### config.mk
export PLATFORM = sky130hd
export DESIGN_NAME = brs_blend
export DESIGN_NICKNAME = d
export VERILOG_FILES = /design/src/brs_pkg.sv /design/src/brs_blend.sv
export SDC_FILE = /design/constraint.sdc
export NUM_CORES = 2
export LEC_CHECK = 0
export ABC_AREA = 1
export ABC_CLOCK_PERIOD_IN_PS = 7900
export BUFFER_PORTS_ARGS = -buffer_cell sky130_fd_sc_hd__buf_2
export CAP_MARGIN = 20
export CORE_ASPECT_RATIO = 1.2
export CORE_UTILIZATION = 23
export DETAILED_ROUTE_END_ITERATION = 10
export PLACE_DENSITY_LB_ADDON = 0.12
export SYNTH_ARGS = -nofsm -noshare
export SYNTH_HDL_FRONTEND = slang
export SYNTH_SLANG_ARGS = --single-unit
### constraint.sdc
create_clock -name clk_i -period 7.9 [get_ports clk_i]
set_clock_uncertainty 0.05 [all_clocks]
set_input_delay 0.395 -clock clk_i [delete_from_list [all_inputs] [get_ports clk_i]]
set_output_delay 0.395 -clock clk_i [all_outputs]
set_load 0.005 [all_outputs]
### src/brs_pkg.sv
package brs_pkg;

  localparam int unsigned DIM_W     = 9;
  localparam int unsigned COORD_W   = 8;
  localparam int unsigned FRAC_W    = 8;
  localparam int unsigned PIX_W     = 32;
  localparam int unsigned CH_W      = 8;
  localparam int unsigned NUM_CH    = 4;
  localparam int unsigned NUM_TAP   = 4;
  localparam int unsigned WT_W      = 9;
  localparam int unsigned PROD_W    = CH_W + WT_W;
  localparam int unsigned SUM_W     = PROD_W + 2;
  localparam int unsigned LIN_W     = COORD_W + DIM_W + 1;
  localparam int unsigned S_DATA_W  = 80;
  localparam int unsigned M_DATA_W  = 32;
  localparam int unsigned CFG_IDX_W = 1;

  localparam logic [CFG_IDX_W-1:0] REG_IMAGE_WIDTH  = 1'b0;
  localparam logic [CFG_IDX_W-1:0] REG_IMAGE_HEIGHT = 1'b1;

  localparam logic FUNC_WRITE  = 1'b0;
  localparam logic FUNC_SAMPLE = 1'b1;

  localparam logic [DIM_W-1:0] DIM_MIN   = 9'd2;
  localparam logic [DIM_W-1:0] DIM_RESET = 9'd256;
  localparam logic [WT_W-1:0]  FULL_WT   = 9'd256;

  typedef logic [NUM_TAP-1:0][WT_W-1:0]  wt_vec_t;
  typedef logic [NUM_TAP-1:0][PIX_W-1:0] tap_vec_t;

  typedef struct packed {
    logic             s1;
    logic             s2;
    logic             s3;
    logic             s4;
  } pipe_en_t;

  typedef struct packed {
    logic             smp;
    logic             wr;
    logic             oor;
    logic [LIN_W-1:0] a0;
    logic [DIM_W-1:0] w;
    logic [PIX_W-1:0] pix;
    wt_vec_t          wt;
  } addr_pl_t;

  typedef struct packed {
    logic     oor;
    tap_vec_t tap;
    wt_vec_t  wt;
  } tap_pl_t;

endpackage

### src/brs_blend.sv
module brs_blend (
  input  logic                          clk_i,
  input  logic                          rst_ni,
  input  logic                          vld_i,
  input  brs_pkg::pipe_en_t             en_i,
  input  brs_pkg::tap_pl_t              pl_i,
  output logic                          vld_o,
  output logic [brs_pkg::M_DATA_W-1:0]  data_o,
  output logic                          oor_o
);

  logic [brs_pkg::PROD_W-1:0] prod_d [brs_pkg::NUM_CH][brs_pkg::NUM_TAP];
  logic [brs_pkg::PROD_W-1:0] prod_q [brs_pkg::NUM_CH][brs_pkg::NUM_TAP];
  logic [brs_pkg::SUM_W-1:0]  sum    [brs_pkg::NUM_CH];
  logic [brs_pkg::PIX_W-1:0]  pix_d, data_q;
  logic                       oor3_q, oor4_q, vld3_q, vld4_q;

  always_comb begin
    for (int c = 0; c < brs_pkg::NUM_CH; c++) begin
      for (int k = 0; k < brs_pkg::NUM_TAP; k++) begin
        prod_d[c][k] = brs_pkg::PROD_W'(pl_i.tap[k][c*brs_pkg::CH_W +: brs_pkg::CH_W])
                       * brs_pkg::PROD_W'(pl_i.wt[k]);
      end
    end
  end

  always_ff @(posedge clk_i) begin
    if (en_i.s3) begin
      prod_q <= prod_d;
      oor3_q <= pl_i.oor;
    end
  end

  always_comb begin
    for (int c = 0; c < brs_pkg::NUM_CH; c++) begin
      sum[c] = brs_pkg::SUM_W'(prod_q[c][0]) + brs_pkg::SUM_W'(prod_q[c][1])
               + brs_pkg::SUM_W'(prod_q[c][2]) + brs_pkg::SUM_W'(prod_q[c][3]);
      pix_d[c*brs_pkg::CH_W +: brs_pkg::CH_W] = sum[c][brs_pkg::FRAC_W +: brs_pkg::CH_W];
    end
  end

  always_ff @(posedge clk_i) begin
    if (en_i.s4) begin
      data_q <= oor3_q ? '0 : pix_d;
      oor4_q <= oor3_q;
    end
  end

  always_ff @(posedge clk_i or negedge rst_ni) begin
    if (!rst_ni) begin
      vld3_q <= 1'b0;
      vld4_q <= 1'b0;
    end else begin
      if (en_i.s3) begin
        vld3_q <= vld_i;
      end
      if (en_i.s4) begin
        vld4_q <= vld3_q;
      end
    end
  end

  assign vld_o  = vld4_q;
  assign data_o = data_q;
  assign oor_o  = oor4_q;

endmodule

Yosys cells after proc, flatten, opt, wreduce, memory -nomap -nowiden. Cells that the tools add are included.

Output and inout port bits: 34. Bits of input ports: 172. Register bits after elaboration: 292. Logic and storage cells: 49.

Multiply operators: 16. Add/subtract/negate cells: 12.

Operator list (count): $mul 8x9->16 (16); $add 16x16->16 (12).

Logic depth before layout (Yosys ltp).
Depth in word-level cells: 3. Gate-level depth with buffers: 21.

Worst setup path after synthesis. Ideal clock, no wire load.

Path type: input-to-reg. Start: input pl_i[26] in the netlist's numbering. End: register prod_q[166] in the netlist's numbering (data pin). Setup time: 0.252 ns. Data arrival time: 3.907 ns. Cell stages on the path: 19. Slack: 3.690 ns. Buffers on the path: 3. Path through: clkbuf_2 -> buf_2 -> buf_2 -> nand2_1 -> inv_1 -> fa_1 -> fa_1 -> fa_1 -> inv_1 -> fa_1 -> inv_1 -> ha_1 -> a21oi_1 -> o21ai_0 -> nand2b_2 -> nand2_1 -> nand2_1 -> nand2_1 -> nand2_1.

RTL lines: start, declared (RTL line brs_blend.sv:6) `input brs_pkg::tap_pl_t pl_i,`; end signal, assigned (RTL line brs_blend.sv:29) `prod_q <= prod_d;`; end, declared (RTL line brs_blend.sv:13) `logic [brs_pkg::PROD_W-1:0] prod_q [brs_pkg::NUM_CH][brs_pkg::NUM_TAP];`.

==> qor.json <==
{
  "outcome": {
    "outcome": "finished, final reports clean"
  },
  "logic_synthesis": {
    "postSynthAreaPerCell_sq_um": 7.74,
    "synth.distinct_cells": 40,
    "synth_seq_cells": 292,
    "synth_enable_flop_cells": 290,
    "ys_dominant_reg_cell": "edfxtp_1",
    "yosys_warnings": 0,
    "synthesis.area_sq_um": 54000,
    "post_synth_inst_count": 6967,
    "postSynthNetCount": 8523,
    "ys_async_sr_fraction_pct": 0.685,
    "ys_seq_area_share_pct": 16.2
  },
  "placement": {
    "numPortBuffers": 203,
    "dp_worst_setup_slack_ns": 2.74,
    "final_replace_weighted_congestion": 0.824,
    "dp_hpwl_mm": 135,
    "postPlaceCellArea_sq_um": 58000
  },
  "routing": {
    "firstDrtPassIters": 5,
    "via_count": 40800,
    "detail_route.vias_per_cell": 4.04,
    "avgRoutedWirePerCell_um": 16.4,
    "wl_mm": 165,
    "remaining_design_rule_violation_count": 0,
    "drt.antenna.violating_nets": 0,
    "dr.first_iter.drc_count": 1645
  },
  "global_routing": {
    "globalRoute.totalOverflow": 0,
    "grt_start_max_net_pins": 151,
    "initial_antenna_violation_count": 35,
    "global_route_wire_length_before_repair_mm": 259,
    "via_count_of_the_first_global_routing_pass": 44200,
    "globalRouteTotalUtil_pct": 14.3
  },
  "power": {
    "vdd_ir_drop_max_mv": 0.275,
    "power_density_nw_per_um2": 402,
    "static-leakage-power_nw": 35.3
  },
  "sta": {
    "hold_ws_ns": 0.0728,
    "post-route-worst-setup-slack_ns": 3.39,
    "max_slew.worst_pin.slew_ns": 0.957,
    "hold_violations": 0,
    "rsz0062_at_grt": "false",
    "max_slew_margin_pct": 36.2,
    "setup_viol": 0,
    "fmax_mhz": 222,
    "period_needed_ns": 4.51,
    "timing_max_transition_violations_final": 0,
    "final_worst_path_period_share_pct": 57.1,
    "setup-tns-final_ns": 0
  },
  "floorplan": {
    "die_outline_area_sq_um": 237000,
    "die_h_um": 533,
    "floorplan.core_area_sq_um": 233000,
    "io_pins": 206,
    "rows": 194,
    "chipWidth_um": 444,
    "initial_utilization_pct": 23.2
  },
  "worst_setup_path": {
    "cp_cell_sequence": "buf_2, buf_4, nand2_1, inv_1, fa_1, fa_1, fa_1, inv_1, fa_1, inv_1, ha_1, nand2_1, o21ai_0, nand2_1, nand3_1, xor2_1",
    "timing.critical_path.max_delay_family": "adder cells",
    "crit_path_start_kind": "primary input",
    "worstPathArrival_ns": 4.78,
    "path_class": "in -> reg",
    "worst_ep_required_time_ns": 8.17,
    "crit_slowest_cell": "fa_1",
    "critical_path.max_stage_delay_ns": 0.51,
    "critPathBufInv": 5,
    "critical_path_end_type": "flop",
    "crit_top_cell": "fa_1",
    "crit_fanout": 21
  },
  "cts": {
    "tritoncts_num_sinks": 292,
    "postCtsSetupBuffers": 0,
    "cts-htree-levels": 2,
    "clk_latency_ns": 0.64,
    "tritoncts": "done",
    "cts.root.buffer_cell": "clkbuf_16",
    "clk_transition_reported_paths_ns": 0.05,
    "cts_made_buffers": 43,
    "resized_cells_post_cts": 0,
    "clock_tree.buffer_depth": 3
  },
  "cells_and_area": {
    "drive_gt1_share_pct": 4.85,
    "syn_to_final_growth_pct": 10.3,
    "multi_input_comb_area_sq_um": 36400,
    "register_area_sq_um": 8760,
    "fillCellCount": 25600,
    "post-route-cell-area_sq_um": 59500,
    "postLayoutCoreUtil_pct": 25.5,
    "nNetsFinal": 8558
  },
  "worst_hold_path": {
    "hold_path_class": "in -> async"
  },
  "run": {
    "cap_viol_max_count": 0
  }
}
[synth_stat cells (76+ instances only)]
cell type | instances | share of area [%]
inv_1 | 2084 | 14
nand2_1 | 1848 | 13
fa_1 | 772 | 29
ha_1 | 612 | 14
edfxtp_1 | 290 | 16
nor2_1 | 265 | 1.8
a21oi_1 | 210 | 1.9
clkbuf_1 | 202 | 1.4
nand3_1 | 179 | 1.7
xor2_1 | 107 | 1.7
xnor2_1 | 98 | 1.6
o21ai_0 | 76 | 0.71
[path summary, 6_finish.rpt]
kind                                     startpoint                        to  slack, ns  depth (start not counted)
worst min-delay path                         rst_ni        vld3_q$_DFFE_PN0P_       0.07                          2
worst min register to register   vld3_q$_DFFE_PN0P_         vld_o$_DFFE_PN0P_       0.46                          2
min in group clk_i                          en_i[1]     prod_q[202]$_DFFE_PP_       0.13                          1
worst max-delay path                       pl_i[15]     prod_q[251]$_DFFE_PP_       3.39                         16
worst max register to register  prod_q[9]$_DFFE_PP_  data_o[26]$_SDFFCE_PP0P_       4.59                          9
max in group asynchronous                    rst_ni         vld_o$_DFFE_PN0P_       7.63                          2
[layer usage]
layer  part of all wire, %  global-route usage, %  up-vias
met3                   3.3                   1.75      163
met5                 0.091                      0        -
li1                      -                      -    20300
met1                    43                   17.4    19800
met2                    51                   26.3      461
met4                   2.4                   3.49       24
[per-stage QoR]
step / instances / power, W
after floorplan: 6967 / 0.0164
after global placement: 9992 / 0.0225
after detailed placement: 9992 / 0.0223
after CTS: 10100 / 0.0246
after global routing: 10100 / 0.0271
final: 10100 / 0.0239
[layout by cell type (no fill, tap or decap), types with 5 or more instances in the layout]
cell        count
edfxtp_1      290
nand3_1       179
o21a_1          5
and2_1          6
nor2_1        265
nand3b_1       19
clkinvlp_4      5
nor3_2          6
nand4_1        23
buf_2         202
nand2b_1        5
o21bai_1       12
xnor2_1        98
a21o_1         21
a31oi_1         7
buf_4          24
nand2_1      1848
nand2_2         9
a21oi_1       210
clkinv_2       10
clkinv_1        5
clkbuf_16      43
nor3_1         22
inv_2           5
clkbuf_1        7
diode_2        12
o21ai_2        18
ha_1          612
o21ai_1        12
o21ai_0        76
fa_1          772
inv_1        2084
xor2_1        107
[cell families (layout without fill, tap and decap cells)]
family	Yosys count	after routing	synth area share, %
fa+ha+maj	1384	1384	42.8
compound gates	369	369	3.81
buf+inv	2331	2401	16.3
xor+xnor	205	205	3.33
other cells	0	12	0
flops	292	292	16.2
simple gates	2386	2386	17.5
[report_power, final]
| group | leakage (nW) | switching (W) | internal, W |
|---|---|---|---|
| sequential | 2.87 | 0.000736 | 0.00299 |
| clock | 0.671 | 0.000853 | 0.00111 |
| combinational | 31.7 | 0.0117 | 0.00656 |
[state kept, by name, indices dropped and copies added (netlist names)]
register  count
vld_o         1
oor_o         1
prod_q      256
oor3_q        1
vld3_q        1
data_o       32
[repair_timing]
action                                 4_1_cts  5_1_grt
endpoints found under the hold margin        4        0
hold buffers                                 3        0
setup endpoints to repair                    0        0
[layout make-up]
type	count	area share, %
Antenna cell	12	0.0505
Clock buffer	50	1.85
Clock inverter	30	0.490
Inverter	2090	13.2
Multi-Input combinational cell	4344	61.2
Sequential cell	292	14.7
Tap cell	3038	6.39
Timing Repair Buffer	231	2.11
Power figures use the tool's default switching activity.
