--- config.mk ---
export PLATFORM = sky130hd
export DESIGN_NAME = brs_addr
export DESIGN_NICKNAME = d
export VERILOG_FILES = /design/src/brs_pkg.sv /design/src/brs_addr.sv
export SDC_FILE = /design/constraint.sdc
export NUM_CORES = 1
export LEC_CHECK = 0
export ABC_AREA = 1
export BUFFER_PORTS_ARGS = -buffer_cell sky130_fd_sc_hd__buf_2
export CAP_MARGIN = 15
export CORE_UTILIZATION = 60
export DETAILED_ROUTE_END_ITERATION = 8
export PLACE_DENSITY = 0.9
export SKIP_CTS_REPAIR_TIMING = 1
export SLEW_MARGIN = 25
export SYNTH_ARGS = -nofsm -noshare
export SYNTH_HDL_FRONTEND = slang
export SYNTH_SLANG_ARGS = --single-unit
--- constraint.sdc ---
create_clock -name clk_i -period 12.18 [get_ports clk_i]
set_input_delay 1.827 -clock clk_i [delete_from_list [all_inputs] [get_ports clk_i]]
set_output_delay 1.827 -clock clk_i [all_outputs]
set_load 0.005 [all_outputs]
--- src/brs_pkg.sv ---
package brs_pkg;

  localparam int unsigned DIM_W     = 9;
  localparam int unsigned COORD_W   = 8;
  localparam int unsigned FRAC_W    = 8;
  localparam int unsigned PIX_W     = 32;
  localparam int unsigned CH_W      = 8;
  localparam int unsigned NUM_CH    = 4;
  localparam int unsigned NUM_TAP   = 4;
  localparam int unsigned WT_W      = 9;
  localparam int unsigned PROD_W    = CH_W + WT_W;
  localparam int unsigned SUM_W     = PROD_W + 2;
  localparam int unsigned LIN_W     = COORD_W + DIM_W + 1;
  localparam int unsigned S_DATA_W  = 80;
  localparam int unsigned M_DATA_W  = 32;
  localparam int unsigned CFG_IDX_W = 1;

  localparam logic [CFG_IDX_W-1:0] REG_IMAGE_WIDTH  = 1'b0;
  localparam logic [CFG_IDX_W-1:0] REG_IMAGE_HEIGHT = 1'b1;

  localparam logic FUNC_WRITE  = 1'b0;
  localparam logic FUNC_SAMPLE = 1'b1;

  localparam logic [DIM_W-1:0] DIM_MIN   = 9'd2;
  localparam logic [DIM_W-1:0] DIM_RESET = 9'd256;
  localparam logic [WT_W-1:0]  FULL_WT   = 9'd256;

  typedef logic [NUM_TAP-1:0][WT_W-1:0]  wt_vec_t;
  typedef logic [NUM_TAP-1:0][PIX_W-1:0] tap_vec_t;

  typedef struct packed {
    logic             s1;
    logic             s2;
    logic             s3;
    logic             s4;
  } pipe_en_t;

  typedef struct packed {
    logic             smp;
    logic             wr;
    logic             oor;
    logic [LIN_W-1:0] a0;
    logic [DIM_W-1:0] w;
    logic [PIX_W-1:0] pix;
    wt_vec_t          wt;
  } addr_pl_t;

  typedef struct packed {
    logic     oor;
    tap_vec_t tap;
    wt_vec_t  wt;
  } tap_pl_t;

endpackage

--- src/brs_addr.sv ---
module brs_addr #(
  parameter int unsigned MAX_WIDTH  = 256,
  parameter int unsigned MAX_HEIGHT = 256
) (
  input  logic                            clk_i,
  input  logic                            rst_ni,
  input  logic                            cfg_we_i,
  input  logic [brs_pkg::CFG_IDX_W-1:0]   cfg_idx_i,
  input  logic [brs_pkg::DIM_W-1:0]       cfg_data_i,
  input  logic                            vld_i,
  input  logic                            en_i,
  input  logic                            func_i,
  input  logic [brs_pkg::S_DATA_W-1:0]    tdata_i,
  output logic                            vld_o,
  output brs_pkg::addr_pl_t               pl_o
);

  localparam int unsigned DimMax = (2 ** brs_pkg::DIM_W) - 1;
  localparam int unsigned MaxW   = (MAX_WIDTH > DimMax) ? DimMax : MAX_WIDTH;
  localparam int unsigned MaxH   = (MAX_HEIGHT > DimMax) ? DimMax : MAX_HEIGHT;

  logic [brs_pkg::DIM_W-1:0]     width_q, height_q;
  logic [brs_pkg::DIM_W-1:0]     w_c, h_c;
  logic [brs_pkg::COORD_W-1:0]   wcol, wrow, px, py, row_sel, col_sel;
  logic [brs_pkg::FRAC_W-1:0]    fx, fy;
  logic [brs_pkg::DIM_W-1:0]     px1, py1;
  logic [brs_pkg::WT_W-1:0]      ifx, ify, fxw, fyw;
  logic [2*brs_pkg::WT_W-1:0]    m0, m1, m2, m3;
  logic                          smp;
  logic                          vld_q;
  brs_pkg::addr_pl_t             pl_d, pl_q;

  always_ff @(posedge clk_i or negedge rst_ni) begin
    if (!rst_ni) begin
      width_q  <= brs_pkg::DIM_RESET;
      height_q <= brs_pkg::DIM_RESET;
    end else if (cfg_we_i) begin
      case (cfg_idx_i)
        brs_pkg::REG_IMAGE_WIDTH:  width_q  <= cfg_data_i;
        brs_pkg::REG_IMAGE_HEIGHT: height_q <= cfg_data_i;
        default: ;
      endcase
    end
  end

  always_comb begin
    w_c = width_q;
    if (width_q < brs_pkg::DIM_MIN) begin
      w_c = brs_pkg::DIM_MIN;
    end else if (width_q > brs_pkg::DIM_W'(MaxW)) begin
      w_c = brs_pkg::DIM_W'(MaxW);
    end
    h_c = height_q;
    if (height_q < brs_pkg::DIM_MIN) begin
      h_c = brs_pkg::DIM_MIN;
    end else if (height_q > brs_pkg::DIM_W'(MaxH)) begin
      h_c = brs_pkg::DIM_W'(MaxH);
    end
  end

  assign wcol = tdata_i[7:0];
  assign wrow = tdata_i[15:8];
  assign px   = tdata_i[63:56];
  assign fx   = tdata_i[55:48];
  assign py   = tdata_i[79:72];
  assign fy   = tdata_i[71:64];
  assign smp  = (func_i == brs_pkg::FUNC_SAMPLE);

  assign row_sel = smp ? py : wrow;
  assign col_sel = smp ? px : wcol;
  assign px1     = brs_pkg::DIM_W'(px) + brs_pkg::DIM_W'(1);
  assign py1     = brs_pkg::DIM_W'(py) + brs_pkg::DIM_W'(1);

  assign fxw = brs_pkg::WT_W'(fx);
  assign fyw = brs_pkg::WT_W'(fy);
  assign ifx = brs_pkg::FULL_WT - fxw;
  assign ify = brs_pkg::FULL_WT - fyw;
  assign m0  = ifx * ify;
  assign m1  = fxw * ify;
  assign m2  = ifx * fyw;
  assign m3  = fxw * fyw;

  always_comb begin
    pl_d.smp   = smp;
    pl_d.oor   = smp && ((px1 >= w_c) || (py1 >= h_c));
    pl_d.wr    = !smp && (brs_pkg::DIM_W'(wcol) < w_c) && (brs_pkg::DIM_W'(wrow) < h_c);
    pl_d.a0    = brs_pkg::LIN_W'(row_sel) * brs_pkg::LIN_W'(w_c)
                 + brs_pkg::LIN_W'(col_sel);
    pl_d.w     = w_c;
    pl_d.pix   = tdata_i[47:16];
    pl_d.wt[0] = m0[brs_pkg::FRAC_W +: brs_pkg::WT_W];
    pl_d.wt[1] = m1[brs_pkg::FRAC_W +: brs_pkg::WT_W];
    pl_d.wt[2] = m2[brs_pkg::FRAC_W +: brs_pkg::WT_W];
    pl_d.wt[3] = m3[brs_pkg::FRAC_W +: brs_pkg::WT_W];
  end

  always_ff @(posedge clk_i or negedge rst_ni) begin
    if (!rst_ni) begin
      vld_q <= 1'b0;
    end else if (en_i) begin
      vld_q <= vld_i;
    end
  end

  always_ff @(posedge clk_i) begin
    if (en_i) begin
      pl_q <= pl_d;
    end
  end

  assign vld_o = vld_q;
  assign pl_o  = pl_q;

endmodule

* Word level (Yosys, flattened, before mapping)
Cells that the tools add are included.
Storage, ports and cells: output and inout bits 99, word-level logic and storage cells 45, register bits 117
Operators by class: magnitude comparators 8, mux-type cells 6, add/sub/neg operators 5, bitwise gates (word level) 1, $mul 5, reductions and logical operators 7
Operators by type and width (number):
- $mux 9 | 4
- $mul 8x9->17 | 2
- $add 17x8->18 | 1
- $add 8x1->9 const B | 2
- $ge 9x9->1 | 2
- $gt 9x9->1 const B | 2
- $lt 8x9->1 | 2
- $lt 9x2->1 const B | 2
- $sub 9x8->9 const A | 2
- $mul 9x8->17 | 1
- $mul 9x9->17 | 1
- $mul 8x8->16 | 1
- $mux 8 | 2
- $reduce_and 2->1 | 2
- $logic_and 1x1->1 | 3
- $logic_not 1->1 | 1
- $logic_or 1x1->1 | 1
- $not 1->1 | 1

* Logic depth before layout (Yosys ltp)
Gate-level depths: netlist of run 1.
depth in word-level cells 6, depth in mapped cells 27, depth with buffers taken out 27

* Worst setup path after synthesis of run 1
No wires, ideal clock.
kind input-to-reg, from input tdata_i[48] (netlist name), to register pl_q, in the netlist pl_o[25] (data pin), library setup time 252 ps, cell stages on the path 21, slack 5992 ps, data required time 11928 ps, arrival time 5936 ps, cells stage by stage buf_6 > clkinv_4 > ha_1 > nand3_1 > inv_1 > nand3_1 > nand2_1 > inv_2 > nand2_1 > fa_1 > inv_1 > fa_1 > fa_1 > fa_1 > ha_1 > a21oi_1 > o21ai_0 > a21oi_1 > nand2_1 > nand2_1 > nand2_1
On the way: longest elaborated chain between the ends 2
RTL lines:
- start, declared | line brs_addr.sv:13 | input logic [brs_pkg::S_DATA_W-1:0] tdata_i,
- $sub 9x8->9 | line brs_addr.sv:76 | assign ifx = brs_pkg::FULL_WT - fxw;
- $mul 9x8->17 | line brs_addr.sv:80 | assign m2 = ifx * fyw;
- via m2 (one bit) | line brs_addr.sv:28 | logic [2*brs_pkg::WT_W-1:0] m0, m1, m2, m3;
- end signal, assigned | line brs_addr.sv:107 | pl_q <= pl_d;
- end, declared | line brs_addr.sv:31 | brs_pkg::addr_pl_t pl_d, pl_q;
The timed path passes the listed nets, and every way through them passes these cells. A chain may end at the register's enable or synchronous reset.

* Worst setup path in the final report of run 1
from input tdata_i[65] (netlist name), to register pl_q, in the netlist pl_o[6] (data pin)
On the way: longest elaborated chain between the ends 2
RTL lines:
- $sub 9x8->9 | line brs_addr.sv:77 | assign ify = brs_pkg::FULL_WT - fyw;
- $mul 9x9->17 | line brs_addr.sv:78 | assign m0 = ifx * ify;
- via m0 (one bit) | line brs_addr.sv:28
The timed path passes the listed nets, and every way through them passes these cells.

==> run metrics, run 1 <==
Via-to-Cell Ratio 5.39; Peak Freq approximately 140 MHz; outcome finished clean; setup violators final 0; syn nets ~2.7k; gpl congestion 0.958; vias approximately 15k; Critical path origin tdata_i[65]; H-tree level count 4; synth warn 0; CP Capture Type flop; Setup Skew between 6 and 7 ps; initial drt markers 1176; largest area contributor in the netlist fa_1; critical path type in2reg; maximum vdd drop about 0.10 mV; DIE WIDTH approximately 170 um; Startpoint Class primary input; Final TNS setup 0 ps; Row Count 61; clk sink count between 100 and 150; Seq cells post-synth about 120; CTS max path bufs 2; Post-synth EDFFs 97; Syn-to-layout area delta 11.3%; asr flop ratio synth around 16%; Final WS setup about 5000 ps; final hold viol count 0; total congestion overflow 0; Mapped Avg Cell Area a little under 8 um2; Routed Antenna Nets 0; P per Cell Area between 150 and 200 mW/mm2; Gate Count Post-Synth about 2.2k; post-route minimum period a little over 7000 ps; pins over their slew limit 0; die height between 150 and 200 um; port buffer count between 150 and 200; Max FO, Critical Path 13; final hold slack between 500 and 600 ps; DP Worst Slack between 4000 and 5000 ps; largest net degree at the start of global routing 67; vias in the first global route approximately 15k; worst hold start width_q[3]; DRC errors left 0; Slew headroom around 38%; Tightest Hold Check Type reg2reg; WL/cell around 16 um; RSZ-0062 raised after global routing no; synth top area cells fa_1, edfxtp_1, ha_1; Worst Path Arrival roughly 7400 ps; TritonRoute pass-1 iters 5; Mapped Area around 0.017 mm2; I/O pin total between 150 and 200; Initial Util between 60% and 70%; share of cells above drive strength 1 between 10% and 20%; total track usage a little under a third; CTS clock-pin slew for the worst setup and hold paths around 70 ps; CTS tree done; clock root cell clkbuf_16; Nets between 2k and 3k; Slew @ Worst Pin 931 ps; Max-Cap Viols 0; antenna violations before repair 1; Core Box Area 0.0279 mm2; filler instances between 2k and 2.5k; RR Startpoint width_q[1]; Routed WL 42600 um; LEAKAGE approximately 0.011 uW; Final Cycle Share between 50% and 60%; Distinct cells, synth 43; Yosys top cell area share approximately a quarter; sequential area share after synthesis about a fifth; main flop type after synthesis edfxtp_1; Skew-Pair Late Insertion Delay between 400 and 500 ps; DP Wirelength 34600 um; worst endpoint required time about 12000 ps; die area about 0.029 mm2; total CTS buffers 17; first-pass GRT wire length 69800 um
==> final timing paths <==
kind                          endpoint  slack, ps  depth (start not counted)
max                            pl_o[6]       5020                         24
min                         width_q[3]        520                          2
max reg2reg                   pl_o[90]       6990                         22
min reg2reg                 width_q[3]        520                          2
max in group asynchronous  height_q[8]      10530                          1
min in group asynchronous   width_q[3]       1330                          1
==> cells in the final DEF (no fill, tap or decap), types with 15 or more instances in the layout <==
master,instances
edfxtp_1,97
xor2_1,27
dfrtp_1,17
buf_2,192
ha_1,211
nand4_1,15
nand2_1,543
o21ai_0,63
nand3_1,71
clkbuf_16,17
inv_1,496
nor2_1,216
nor3_1,15
fa_1,215
a21oi_1,73
==> cell usage after synthesis, types with 17 or more instances <==
| library cell | n |
|---|---|
| edfxtp_1 | 97 |
| xor2_1 | 27 |
| clkbuf_1 | 20 |
| dfrtp_1 | 17 |
| nand3_1 | 71 |
| o21ai_0 | 63 |
| nor2_1 | 216 |
| a21oi_1 | 73 |
| inv_1 | 496 |
| nand2_1 | 543 |
| ha_1 | 211 |
| fa_1 | 215 |
==> metrics by stage <==
step	util [%]	total power [uW]	area [um2]	cells
after global placement	66.1	2470	18500	2710
after CTS	68.4	3120	19100	2742
after detailed placement	66.1	2530	18500	2710
after floorplan	-	2030	17200	2172
after global routing	68.4	3450	19100	2742
final	68.4	3120	19100	2743
==> sequential cells by signal, summed over array words and instances, names as in the netlist <==
| name | cells |
|---|---|
| pl_o | 97 |
| height_q | 9 |
| width_q | 9 |
| vld_o | 1 |
==> worst max-delay path, stage by stage <==
cell and delay [ps]:
buf_2 200, inv_1 210, ha_1 280, nand2_1 80, nor2_1 170, nand3_1 120
nand2_1 70, inv_1 40, nor2_1 690, inv_1 340, nor2_1 230, fa_1 420
inv_1 80, fa_1 400, inv_1 80, fa_1 420, fa_1 450, ha_1 350
a21oi_1 290, o21ai_0 160, a21oi_1 230, nand2_1 80, nand2_1 60, nand2_1 50
==> cell families after synthesis <==
kind of cell    count (synthesis)  synth area share (%)
xor+xnor                       34                  1.84
compound gates                158                  4.86
flops                         116                  19.8
mux                             3                 0.182
other cells                     1                0.0219
simple gates                  886                  20.7
buf+inv                       548                  12.2
fa+ha+maj                     426                  40.5
==> area by class of cell <==
cell class	instances	area, um2	area share (%)
diodes	1	2.50	0.0131
repair buffers	196	991	5.19
well taps	378	473	2.48
inverters	512	1930	10.1
multi-input cells	1508	11700	61.1
clock inverters	15	218	1.14
flip-flops and latches	116	3390	17.7
clock buffers	17	425	2.23
==> report_power, final <==
part / internal (uW) / switching, uW
sequential: 594 / 31.9
clock: 349 / 213
combinational: 715 / 1220
==> routing by layer <==
layer  global-route usage [%]  wire [um]
met1                     37.9      16800
met2                     51.4      20500
met3                     6.64       4020
met4                     13.4       1370
met5                        0          0
No activity file was read; power rests on OpenSTA's default activity.
==> inputs of run 2 (changes only) <==
--- a/config.mk
+++ b/config.mk
@@ -8,9 +8,9 @@
 export ABC_AREA = 1
 export BUFFER_PORTS_ARGS = -buffer_cell sky130_fd_sc_hd__buf_2
 export CAP_MARGIN = 15
-export CORE_UTILIZATION = 60
+export CORE_UTILIZATION = 56
 export DETAILED_ROUTE_END_ITERATION = 8
-export PLACE_DENSITY = 0.9
+export PLACE_DENSITY = 0.88
 export SKIP_CTS_REPAIR_TIMING = 1
 export SLEW_MARGIN = 25
 export SYNTH_ARGS = -nofsm -noshare
==> constraint.sdc (replaced) <==
create_clock -name clk_i -period 6.3 [get_ports clk_i]
set_input_delay 0.945 -clock clk_i [delete_from_list [all_inputs] [get_ports clk_i]]
set_output_delay 0.945 -clock clk_i [all_outputs]
set_load 0.005 [all_outputs]
==> run 2 against run 1 <==
Compared with the run above: via count grew 0.77%; clock skew grew 4.2 ps; sequential share of layout area shrank 0.11 points; register-to-register slack lost 6000 ps; first-iteration DRC count grew 1.3%; setup slack lost 4400 ps; sequential power grew 93%; wire length grew 3.4%; final cell count grew 1.2%; sequential cell count is the same; non-clock buffer count grew 20; critical endpoint is now pl_o[26].
==> run metrics, run 2 (same netlist as run 1, synthesis figures left out) <==
Setup Skew around 11 ps; reg-to-reg slack, setup slightly above 1000 ps; clk sink count around 120; initial drt markers 1191; Final Cycle Share 89.8%; DRC errors left 0; die height approximately 180 um; Slew headroom about half; CTS tree done; DP Wirelength 36000 um; RR Startpoint width_q[1]; gpl congestion roughly 0.99; CTS clock-pin slew for the worst setup and hold paths approximately 70 ps; H-tree level count 4; Syn-to-layout area delta 12.0%; Nets about 2.9k; R2R depth 22; CTS max path bufs 2; Core Box Area around 0.030 mm2; DIE WIDTH 177 um; Startpoint Class primary input; final hold viol count 0; total track usage between 20 and 30%; critical path type in2reg; outcome finished clean; RSZ-0062 raised after global routing no; Initial Util a little under three fifths; filler instances ~2.5k; P per Cell Area just over 300 mW/mm2; maximum vdd drop about 0.23 mV; Worst R2R End pl_o[94]; post-route minimum period 5650 ps; worst endpoint required time 6490 ps; Worst Path Arrival a little under 6000 ps; Critical path origin tdata_i[49]; Final TNS setup 0 ps; TritonRoute pass-1 iters 7; clock root cell clkbuf_16; Row Count 63; total CTS buffers 17; most frequent cells in the layout nand2_1, inv_1, nor2_1, fa_1, ha_1; Peak Freq 177 MHz; vias 14.9k; Max FO, Critical Path 12; Tightest Hold Check Type in2async; Max-Cap Viols 0; cell area after layout about 0.019 mm2; pins over their slew limit 0; Skew-Pair Late Insertion Delay ~430 ps; Routed WL about 44000 um; Routed Antenna Nets 0; port buffer count just under 200; first-pass GRT wire length around 73000 um; largest net degree at the start of global routing 59; total congestion overflow 0; antenna violations before repair 2; die area 0.0314 mm2; CP Capture Type flop; Slew @ Worst Pin approximately 770 ps; I/O pin total 195; LEAKAGE approximately 0.011 uW; placed inst area around 0.019 mm2; setup violators final 0; commonest non-fill, non-tap cell in the layout nand2_1; share of cells above drive strength 1 11.8%; Via-to-Cell Ratio between 5 and 6; max reg flops 97; WL/cell between 15 and 20 um; vias in the first global route roughly 15k
==> run 2: cell count changes in the layout (fill, tap and decap cells not counted), sizes merged <==
cell      change
clkinv        +3
bufinv        -2
clkinvlp      -1
buf          +20
==> run 2: metal layers <==
metal,global-route usage [%],routed length [um]
met5,0,11
met4,12.3,1620
met3,5.33,3710
met2,49.4,20500
met1,38.0,18200
==> run 2: through the flow <==
stage          std cells  utilization, %  setup WS, ps  total power, uW  hold WS (ps)
2_1_floorplan       2172               -           994             3920           470
3_3_place_gp        2742            62.3           448             4780           486
3_5_place_dp        2742            62.3           280             4920           501
4_1_cts             2774            64.3           752             5970           432
5_1_grt             2774            64.3           348             6600           445
6_report            2775            64.4           646             5950           446
==> run 2: layout make-up <==
cell class	instances	area [um2]	area share [%]
antenna	1	2.50	0.0130
sequential	116	3390	17.6
timing repair buffer	216	1140	5.94
tap	390	488	2.54
clock buffer	17	425	2.21
inverter	512	1930	10.0
clock inverter	15	171	0.892
multi-input combinational	1508	11700	60.7
==> run 2: how the worst max path moves through the flow <==
stage	endpoint	slack, ps	depth (start not counted)
final	pl_o[26]	650	21
after global routing	pl_o[22]	350	21
after CTS	pl_o[26]	750	21
after detailed placement	pl_o[26]	280	21
after global placement	pl_o[25]	450	21
after floorplan	pl_o[25]	990	21
==> run 2: critical path, cell delays in order <==
cell	delay, ps
buf_2	190
inv_2	160
ha_1	210
nand3_1	150
inv_1	120
nand2_1	50
nand2_1	240
clkinv_1	370
nand2_1	170
fa_1	450
fa_1	540
inv_1	50
fa_1	500
fa_1	490
ha_1	360
a21oi_1	270
o21ai_0	190
a21oi_1	200
nand2_1	70
nand2_1	50
nand2_1	40
==> run 2: where the power goes <==
group | internal [uW] | switching [uW]
Sequential | 1150 | 64.6
Combinational | 1400 | 2350
Clock | 592 | 399
